==> src/sv/lcts_pkg.sv <==
package lcts_pkg;

  localparam logic [1:0] OP_SAMPLE = 2'd0;
  localparam logic [1:0] OP_TARE   = 2'd1;
  localparam logic [1:0] OP_CLEAR  = 2'd2;

  localparam int CFG_IDX_BITS  = 3;
  localparam int CFG_DATA_BITS = 32;

  localparam logic [CFG_IDX_BITS-1:0] CFG_CAL_VALID = 3'd0;
  localparam logic [CFG_IDX_BITS-1:0] CFG_NEAR_THR  = 3'd1;
  localparam logic [CFG_IDX_BITS-1:0] CFG_MEAN_THR  = 3'd2;
  localparam logic [CFG_IDX_BITS-1:0] CFG_HOLD_MS   = 3'd3;
  localparam logic [CFG_IDX_BITS-1:0] CFG_COOL_MS   = 3'd4;
  localparam logic [CFG_IDX_BITS-1:0] CFG_MAX_ATT   = 3'd5;

  localparam int NEAR_THR_BITS = 15;
  localparam int MEAN_THR_BITS = 18;
  localparam int MS_CFG_BITS   = 16;
  localparam int ATT_BITS      = 3;
  localparam int TS_BITS       = 32;

  localparam int BAL_BITS = 16;
  localparam logic [BAL_BITS-1:0] BAL_POS_SAT = 16'h7FFF;
  localparam logic [BAL_BITS-1:0] BAL_NEG_SAT = 16'h8000;

  typedef struct packed {
    logic       load;
    logic [1:0] op;
    logic       have_raw;
  } lcts_lane_ctl_t;

endpackage

==> src/sv/lcts_lane.sv <==
module lcts_lane
  import lcts_pkg::*;
#(
  parameter int WEIGHT_BITS = 16
) (
  input  logic                           clk,
  input  logic                           rst_n,
  input  lcts_lane_ctl_t                 ctl,
  input  logic signed [WEIGHT_BITS-1:0]  raw,
  input  logic [NEAR_THR_BITS-1:0]       near_thr,
  output logic signed [WEIGHT_BITS:0]    net,
  output logic                           near,
  output logic                           tare_nz
);

  localparam int NB = (WEIGHT_BITS + 1 > NEAR_THR_BITS + 1) ? WEIGHT_BITS + 1 : NEAR_THR_BITS + 1;

  logic signed [WEIGHT_BITS-1:0] tare_r, tare_nxt;
  logic signed [WEIGHT_BITS-1:0] last_raw_r, last_raw_nxt;
  logic signed [WEIGHT_BITS:0]   net_r, net_nxt;

  always_comb begin
    tare_nxt     = tare_r;
    last_raw_nxt = last_raw_r;
    net_nxt      = net_r;
    if (ctl.load) begin
      net_nxt = '0;
      case (ctl.op)
        OP_SAMPLE: begin
          last_raw_nxt = raw;
          net_nxt      = (WEIGHT_BITS + 1)'(raw) - (WEIGHT_BITS + 1)'(tare_r);
        end
        OP_TARE: begin
          if (ctl.have_raw) begin
            tare_nxt = last_raw_r;
          end
        end
        OP_CLEAR: begin
          tare_nxt = '0;
        end
        default: begin
        end
      endcase
    end
  end

  always_ff @(posedge clk) begin
    if (!rst_n) begin
      tare_r     <= '0;
      last_raw_r <= '0;
      net_r      <= '0;
    end else begin
      tare_r     <= tare_nxt;
      last_raw_r <= last_raw_nxt;
      net_r      <= net_nxt;
    end
  end

  assign net     = net_r;
  assign near    = NB'(net_r) < $signed(NB'(near_thr));
  assign tare_nz = |tare_r;

endmodule

==> src/sv/lcts_div.sv <==
module lcts_div
  import lcts_pkg::*;
#(
  parameter int WEIGHT_BITS = 16
) (
  input  logic                          clk,
  input  logic                          rst_n,
  input  logic                          start,
  input  logic signed [WEIGHT_BITS+2:0] num,
  input  logic signed [WEIGHT_BITS+2:0] den,
  output logic                          busy,
  output logic [BAL_BITS-1:0]           quo
);

  localparam int DB = WEIGHT_BITS + 3;
  localparam int RB = WEIGHT_BITS + 4;

  logic [RB-1:0]       rem_r, den_r;
  logic [BAL_BITS-1:0] q_r;
  logic [4:0]          cnt_r;
  logic                busy_r, neg_r, sat_r, zero_r;

  logic [DB-1:0] mag;
  logic [RB-1:0] den_u, diff;
  logic          ge;

  assign mag   = num[DB-1] ? DB'(-num) : DB'(num);
  assign den_u = RB'($unsigned(den));
  assign ge    = rem_r >= den_r;
  assign diff  = ge ? rem_r - den_r : rem_r;

  always_ff @(posedge clk) begin
    if (!rst_n) begin
      busy_r <= 1'b0;
      cnt_r  <= '0;
      zero_r <= 1'b1;
      sat_r  <= 1'b0;
      neg_r  <= 1'b0;
    end else if (start) begin
      neg_r  <= num[DB-1];
      den_r  <= den_u;
      rem_r  <= RB'(mag);
      q_r    <= '0;
      cnt_r  <= 5'd16;
      zero_r <= den <= $signed(DB'(1));
      sat_r  <= RB'(mag) >= (den_u << 1);
      busy_r <= (den > $signed(DB'(1))) && (RB'(mag) < (den_u << 1));
    end else if (busy_r) begin
      rem_r  <= diff << 1;
      q_r    <= {q_r[BAL_BITS-2:0], ge};
      cnt_r  <= cnt_r - 5'd1;
      busy_r <= cnt_r != 5'd1;
    end
  end

  always_comb begin
    if (zero_r) begin
      quo = '0;
    end else if (sat_r) begin
      quo = neg_r ? BAL_NEG_SAT : BAL_POS_SAT;
    end else if (neg_r) begin
      quo = (q_r > BAL_NEG_SAT) ? BAL_NEG_SAT : -q_r;
    end else begin
      quo = q_r[BAL_BITS-1] ? BAL_POS_SAT : q_r;
    end
  end

  assign busy = busy_r;

endmodule

==> src/sv/load_cell_tare_stuck_monitor_core.sv <==
// Channel | Dir | Handshake                  | Payload
// in_     | in  | in_tvalid / in_tready      | tdata: corners, timestamp; tuser: opcode
// out_    | out | out_tvalid / out_tready    | tdata: nets, total, balance, status
// cfg_    | in  | cfg_valid / cfg_ready      | cfg_index, cfg_data
//
// One request at a time, accept to accept: lane, merge, 16 divider steps, output
// load, idle; no divider steps if neither quotient needs dividing (zero, saturated).
// A request is taken while the previous result still waits in the output register.
// rst_n is synchronous, active low; all but divider datapath registers get defaults.
// out_tready low holds the result; a finished division then waits for the slot.
module load_cell_tare_stuck_monitor_core
  import lcts_pkg::*;
#(
  parameter int WEIGHT_BITS = 16,
  parameter int TIME_BITS   = 32
) (
  input  logic                                         clk,
  input  logic                                         rst_n,
  input  logic                                         in_tvalid,
  output logic                                         in_tready,
  // tr, br, tl, bl corners (WEIGHT_BITS each), timestamp_ms (32)
  input  logic [((4*WEIGHT_BITS+TS_BITS+7)/8)*8-1:0]   in_tdata,
  // opcode
  input  logic [1:0]                                   in_tuser,
  output logic                                         out_tvalid,
  input  logic                                         out_tready,
  // net tr, br, tl, bl, net_total, balance_x, balance_y,
  // tare_active, recovering, attempt_count, request_reinit
  output logic [((5*WEIGHT_BITS+7+2*BAL_BITS+6+7)/8)*8-1:0] out_tdata,
  input  logic                                         cfg_valid,
  output logic                                         cfg_ready,
  input  logic [CFG_IDX_BITS-1:0]                      cfg_index,
  input  logic [CFG_DATA_BITS-1:0]                     cfg_data
);

  localparam int NET_BITS = WEIGHT_BITS + 1;
  localparam int TOT_BITS = WEIGHT_BITS + 3;
  localparam int OUT_RAW  = 4 * NET_BITS + TOT_BITS + 2 * BAL_BITS + 6;
  localparam int OUT_TW   = ((OUT_RAW + 7) / 8) * 8;
  localparam int CB       = (TOT_BITS > MEAN_THR_BITS + 1) ? TOT_BITS : MEAN_THR_BITS + 1;

  localparam logic [1:0] S_IDLE = 2'd0;
  localparam logic [1:0] S_LANE = 2'd1;
  localparam logic [1:0] S_SUM  = 2'd2;
  localparam logic [1:0] S_DIV  = 2'd3;

  logic [1:0] state_r, state_nxt;

  logic                     cal_r;
  logic [NEAR_THR_BITS-1:0] near_thr_r;
  logic [MEAN_THR_BITS-1:0] mean_thr_r;
  logic [MS_CFG_BITS-1:0]   hold_r, cool_r;
  logic [ATT_BITS-1:0]      max_att_r;

  logic                 have_raw_r;
  logic [1:0]           op_r;
  logic [TIME_BITS-1:0] now_r;
  logic                 tare_act_r;

  logic signed [TOT_BITS-1:0] total_r, numx_r, numy_r;
  logic                       stuck_r;

  logic                 stuck_timing_r;
  logic [TIME_BITS-1:0] stuck_start_r, last_rec_r;
  logic [ATT_BITS-1:0]  attempts_r;
  logic                 recovering_r, reinit_r;

  logic                out_valid_r;
  logic [OUT_TW-1:0]   out_tdata_r;

  logic accept, load_out, any_tare;
  lcts_lane_ctl_t lane_ctl;

  logic signed [WEIGHT_BITS-1:0] raw [4];
  logic signed [NET_BITS-1:0]    net [4];
  logic [3:0]                    near, tare_nz;

  logic                  busy_x, busy_y;
  logic [BAL_BITS-1:0]   bal_x, bal_y;

  logic signed [TOT_BITS-1:0] total_c, numx_c, numy_c;
  logic                       stuck_c;
  logic [TIME_BITS-1:0]       since_start, since_rec;

  assign in_tready = rst_n && (state_r == S_IDLE);
  assign accept    = in_tvalid && in_tready;
  assign cfg_ready = rst_n;
  assign any_tare  = |tare_nz;

  assign lane_ctl.load     = accept;
  assign lane_ctl.op       = in_tuser;
  assign lane_ctl.have_raw = have_raw_r;

  for (genvar i = 0; i < 4; i++) begin : g_lane
    assign raw[i] = in_tdata[i*WEIGHT_BITS +: WEIGHT_BITS];
    lcts_lane #(.WEIGHT_BITS(WEIGHT_BITS)) u_lane (
      .clk      (clk),
      .rst_n    (rst_n),
      .ctl      (lane_ctl),
      .raw      (raw[i]),
      .near_thr (near_thr_r),
      .net      (net[i]),
      .near     (near[i]),
      .tare_nz  (tare_nz[i])
    );
  end

  // lanes: 0 top right, 1 bottom right, 2 top left, 3 bottom left
  assign total_c = TOT_BITS'(net[0]) + TOT_BITS'(net[1]) + TOT_BITS'(net[2])
                 + TOT_BITS'(net[3]);
  assign numx_c  = (TOT_BITS'(net[0]) + TOT_BITS'(net[1]))
                 - (TOT_BITS'(net[2]) + TOT_BITS'(net[3]));
  assign numy_c  = (TOT_BITS'(net[0]) + TOT_BITS'(net[2]))
                 - (TOT_BITS'(net[1]) + TOT_BITS'(net[3]));
  assign stuck_c = cal_r && ($countones(near) >= 3)
                 && (CB'(total_c) >= $signed(CB'(mean_thr_r)));

  assign since_start = now_r - stuck_start_r;
  assign since_rec   = now_r - last_rec_r;

  lcts_div #(.WEIGHT_BITS(WEIGHT_BITS)) u_div_x (
    .clk   (clk),
    .rst_n (rst_n),
    .start (state_r == S_SUM),
    .num   (numx_r),
    .den   (total_r),
    .busy  (busy_x),
    .quo   (bal_x)
  );

  lcts_div #(.WEIGHT_BITS(WEIGHT_BITS)) u_div_y (
    .clk   (clk),
    .rst_n (rst_n),
    .start (state_r == S_SUM),
    .num   (numy_r),
    .den   (total_r),
    .busy  (busy_y),
    .quo   (bal_y)
  );

  assign load_out = (state_r == S_DIV) && !busy_x && !busy_y
                 && (!out_valid_r || out_tready);

  always_comb begin
    state_nxt = state_r;
    case (state_r)
      S_IDLE: if (accept) state_nxt = S_LANE;
      S_LANE: state_nxt = S_SUM;
      S_SUM:  state_nxt = S_DIV;
      S_DIV:  if (load_out) state_nxt = S_IDLE;
      default: state_nxt = S_IDLE;
    endcase
  end

  always_ff @(posedge clk) begin
    if (!rst_n) begin
      state_r    <= S_IDLE;
      cal_r      <= 1'b0;
      near_thr_r <= NEAR_THR_BITS'(30);
      mean_thr_r <= MEAN_THR_BITS'(300);
      hold_r     <= MS_CFG_BITS'(1500);
      cool_r     <= MS_CFG_BITS'(4000);
      max_att_r  <= ATT_BITS'(4);
      have_raw_r <= 1'b0;
      op_r       <= OP_SAMPLE;
      now_r      <= '0;
      tare_act_r <= 1'b0;
      total_r    <= '0;
      numx_r     <= '0;
      numy_r     <= '0;
      stuck_r    <= 1'b0;
      stuck_timing_r <= 1'b0;
      stuck_start_r  <= '0;
      last_rec_r     <= '0;
      attempts_r     <= '0;
      recovering_r   <= 1'b0;
      reinit_r       <= 1'b0;
      out_valid_r    <= 1'b0;
      out_tdata_r    <= '0;
    end else begin
      state_r <= state_nxt;

      if (cfg_valid) begin
        case (cfg_index)
          CFG_CAL_VALID: cal_r      <= cfg_data[0];
          CFG_NEAR_THR:  near_thr_r <= cfg_data[NEAR_THR_BITS-1:0];
          CFG_MEAN_THR:  mean_thr_r <= cfg_data[MEAN_THR_BITS-1:0];
          CFG_HOLD_MS:   hold_r     <= cfg_data[MS_CFG_BITS-1:0];
          CFG_COOL_MS:   cool_r     <= cfg_data[MS_CFG_BITS-1:0];
          CFG_MAX_ATT:   max_att_r  <= cfg_data[ATT_BITS-1:0];
          default: begin
          end
        endcase
      end

      if (accept) begin
        op_r  <= in_tuser;
        now_r <= TIME_BITS'(in_tdata[4*WEIGHT_BITS +: TS_BITS]);
        case (in_tuser)
          OP_SAMPLE: begin
            have_raw_r <= 1'b1;
            tare_act_r <= any_tare;
          end
          OP_TARE:  tare_act_r <= have_raw_r || any_tare;
          OP_CLEAR: tare_act_r <= 1'b0;
          default:  tare_act_r <= any_tare;
        endcase
      end

      if (state_r == S_LANE) begin
        total_r <= total_c;
        numx_r  <= numx_c;
        numy_r  <= numy_c;
        stuck_r <= stuck_c;
      end

      if (state_r == S_SUM) begin
        reinit_r <= 1'b0;
        if (op_r == OP_SAMPLE) begin
          if (!stuck_r) begin
            stuck_timing_r <= 1'b0;
            stuck_start_r  <= '0;
            recovering_r   <= 1'b0;
            attempts_r     <= '0;
          end else if (!stuck_timing_r) begin
            stuck_timing_r <= 1'b1;
            stuck_start_r  <= now_r;
          end else if (since_start >= TIME_BITS'(hold_r)
                       && since_rec >= TIME_BITS'(cool_r)) begin
            recovering_r <= 1'b1;
            if (attempts_r < max_att_r) begin
              attempts_r     <= attempts_r + ATT_BITS'(1);
              last_rec_r     <= now_r;
              stuck_timing_r <= 1'b0;
              reinit_r       <= 1'b1;
            end
          end
        end
      end

      if (load_out) begin
        out_valid_r <= 1'b1;
        out_tdata_r <= OUT_TW'({reinit_r, attempts_r, recovering_r, tare_act_r,
                                bal_y, bal_x, total_r, net[3], net[2], net[1], net[0]});
      end else if (out_tready) begin
        out_valid_r <= 1'b0;
      end
    end
  end

  assign out_tvalid = out_valid_r;
  assign out_tdata  = out_tdata_r;

endmodule

==> config.mk <==
export PLATFORM = sky130hd
export DESIGN_NAME = load_cell_tare_stuck_monitor_core
export DESIGN_NICKNAME = d
export VERILOG_FILES = /design/src/sv/lcts_pkg.sv /design/src/sv/lcts_lane.sv /design/src/sv/lcts_div.sv /design/src/sv/load_cell_tare_stuck_monitor_core.sv
export SDC_FILE = /design/constraint.sdc
export NUM_CORES = 2
export LEC_CHECK = 0
export BUFFER_PORTS_ARGS = -buffer_cell sky130_fd_sc_hd__buf_2
export CAP_MARGIN = 30
export CORE_MARGIN = 3
export CORE_UTILIZATION = 30
export DETAILED_ROUTE_END_ITERATION = 8
export PLACE_DENSITY = 0.49
export RECOVER_POWER = 50
export SYNTH_ARGS = -nofsm -noshare
export SYNTH_HDL_FRONTEND = slang
export SYNTH_SLANG_ARGS = --single-unit
==> constraint.sdc <==
create_clock -name clk -period 5.5 [get_ports clk]
set_input_delay 0.825 -clock clk [delete_from_list [all_inputs] [get_ports clk]]
set_output_delay 0.825 -clock clk [all_outputs]
set_load 0.02 [all_outputs]
==> results.json <==
{
  "synth_seq_cells": 665,
  "insertion_delay_ps": 710,
  "yosysTopAreaCell": "dfxtp_1",
  "synth_edf_count": 91,
  "cap_violations": 9,
  "slew_headroom_pct": -141.8,
  "ios": 269,
  "synth-compound-area-share_pct": 21.12,
  "start_kind": "flip-flop",
  "num_rows": 139,
  "drtPass1Iterations": 5,
  "grtUsageTotal_pct": 18.71,
  "yosys_warnings": 0,
  "hold_path.class": "in2reg",
  "fin_crit_sh_pct": 96.08,
  "syn_to_final_growth_pct": 15.58,
  "setup_viol_count_final": 0,
  "endpoint_kind": "flip-flop",
  "max_clock_freq_mhz": 189.2,
  "status": "complete, but fails checks",
  "synthCells": 5173,
  "p_sw_mw": 8.107,
  "final_max_slew_viol_count": 677,
  "yosys.area.top_type_share_pct": 26.39,
  "vias_per_cell": 5.018,
  "fp.dieH_um": 387.0,
  "final_antenna_net_count": 0,
  "antenna_found_initial": 21,
  "synth_area_mm2": 0.04354,
  "arrival_ps": 5830,
  "rsz0062_at_grt": "yes",
  "ys.flop_type": "dfxtp_1",
  "muxShareOfSynthArea_pct": 2.273,
  "violations": "capacitance limit, slew limit",
  "synth.avg_cell_area_um2": 8.417,
  "initial_core_util_pct": 30.27,
  "p_sw_share_pct": 39.21,
  "drive_above_1_share_pct": 9.192,
  "final_util_pct": 34.99,
  "cts_tree": "yes",
  "numCtsBuffers": 84,
  "synth.distinct_cells": 96,
  "clock_skew_ps": 36.53,
  "synthArstFlopShare_pct": 0,
  "yosys.area_share.xor_xnor_pct": 4.043,
  "worst_slew_pin_slew_ps": 3626,
  "die_area_mm2": 0.1497,
  "hold_violations": 0,
  "grt_overflow": 0,
  "cp_max_fo": 3,
  "finalPower_mw": 20.68,
  "synthSimpleGateAreaFrac_pct": 18.51,
  "p_per_area_mw_per_mm2": 410.9,
  "post-route-drc-count": 0,
  "seq_area_frac_synth_pct": 32.67,
  "layout.nets": 6020,
  "peakVddDrop_uv": 266.3,
  "leakagePower_nw": 19.56,
  "synthTopCellsByArea": "dfxtp_1, ha_1, nand2_1, edfxtp_1, a21boi_0",
  "clk_path_buf_depth": 3,
  "synth_most_common_cell": "nand2_1",
  "setup_tns_ps": 0,
  "placed_cells": 7210,
  "crit_required_ps": 6040,
  "placement.io_buffers": 251,
  "place_hpwl_mm": 111.8,
  "instances_no_fill": 7385,
  "wire_per_inst_um": 19.57,
  "coreArea_mm2": 0.1438,
  "cts.sinks": 665,
  "root_buffer": "clkbuf_16",
  "die_width_um": 387.0,
  "grt_max_degree": 187,
  "yosys-top-cells-count": "nand2_1, dfxtp_1, inv_1, ha_1, a21boi_0",
  "synthAdderAreaFrac_pct": 15.21,
  "place.gp.congestion": 0.8965,
  "drt_iter0_drc": 2201,
  "grt_pass1_wl_mm": 218.6,
  "hold_buffers": 0,
  "path_class": "reg2reg",
  "cts.htree.levels": 3,
  "post_dp_cell_area_mm2": 0.04726,
  "clk_pin_slew_ps": 60,
  "pwr-share-clk_pct": 28.5,
  "synth_top_family_by_area": "compound AO/OA/AOI/OAI gates",
  "totalWireLength_mm": 144.5,
  "vias": 37059,
  "fin_crit_ps": 5284,
  "p_int_mw": 12.57,
  "p_comb_share_pct": 42.8,
  "seqPwrFrac_pct": 28.7,
  "fin_area_mm2": 0.05033,
  "grt_pass1_vias": 35605
}
## routing by layer
layer,global-route usage [%],vias to the layer above,part of all wire (%)
met5,0,-,0.073
met4,5.642,16,3.0
met3,3.622,189,5.1
met2,30.16,758,45
met1,25.25,17636,47
li1,-,18460,-
## power by group through the flow
stage               Sequential [mW]  Combinational [mW]  Clock, mW
finish                         5.94                8.84       5.89
global route                   6.01                9.85       6.24
CTS                            5.94                8.78       6.07
detailed placement             6.04                8.72          0
global placement               6.04                8.63          0
floorplan                      5.83                6.29          0
## cells by family after synthesis
family / after synthesis
AO/OA/AOI/OAI: 1332
XOR/XNOR: 201
adder cells (fa/ha/maj): 480
buffers and inverters: 693
flip-flops: 665
multiplexers: 98
other: 1
AND/OR/NAND/NOR: 1703
## area by class of cell
type                            instances  area [um^2]
Antenna cell                           10        25.02
Clock buffer                          116         2402
Clock inverter                         40        558.0
Fill cell                           15118        93500
Inverter                              441         1655
Multi-Input combinational cell       3817        26910
Sequential cell                       665        14230
Tap cell                             1903         2381
Timing Repair Buffer                  393         2171
## flip-flops by register name (all words and copies together), names as in the netlist, 19 cells and up
signal and count:
u_div_y.rem_r 20, g_lane.u_lane.tare_r 64, g_lane.u_lane.last_raw_r 64, stuck_start_r 32
u_div_y.den_r 19, last_rec_r 32, u_div_x.rem_r 20, numx_r 19
out_tdata 125, now_r 32, total_r 19, numy_r 19
g_lane.u_lane.net 68
## path summary, 6_finish.rpt
path                                         from                     endpoint  slack (ps)  cells past startpoint
max          g_lane[0].u_lane.net[0]$_SDFFE_PN0P_         stuck_r$_SDFFE_PN0N_         220                     26
min                                  in_tdata[74]       now_r[10]$_SDFFE_PN0P_         310                      3
max reg2reg  g_lane[0].u_lane.net[0]$_SDFFE_PN0P_         stuck_r$_SDFFE_PN0N_         220                     26
min reg2reg           last_rec_r[28]$_SDFFE_PN0P_  last_rec_r[28]$_SDFFE_PN0P_         460                      2
## stage by stage
stage / hold WS, ps / worst slack, ps
2_1_floorplan: 434.7 / 43.17
3_3_place_gp: 444.7 / -241.6
3_5_place_dp: 445.9 / -241.1
4_1_cts: 249.5 / 24.48
5_1_grt: 287.9 / -96.36
6_report: 311.0 / 215.6
## cell usage in the layout (no fill, tap or decap), types with 84 or more instances in the layout
cell type  count
buf_4        126
clkbuf_16     84
o21ai_0      224
dfxtp_1      572
nand2_1      820
a21oi_1      238
nor2b_1      149
a21o_1        84
mux2i_1       91
nor2_1       229
ha_1         392
buf_2        122
a21boi_0     328
clkbuf_1     149
inv_1        437
xnor2_1      134
edfxtp_1      91
## repair_timing
item / CTS / global route
setup buffers: 2 / 7
resized for setup: 8 / 43
pin swaps: 6 / 35
setup endpoints to repair: 1 / 39
## critical path, stage by stage (launching register included)
cell       delay [ps]
dfxtp_1           310
ha_2              200
fa_2              350
a21o_1            170
a21oi_2           140
o21bai_1          100
a21oi_2           160
o21bai_1          100
a21oi_2           190
o21bai_2          100
a2111oi_2         310
buf_4             170
nor2_1             60
xnor2_2           160
fa_1              550
inv_2              50
ha_4              170
buf_4             130
o41a_1            400
a21oi_2           190
xnor2_2           140
ha_1              260
nor2b_1           140
o21ai_1           140
nand4_1           120
a41oi_2           190
o32ai_2            90
(Power assumes the default switching activity.)
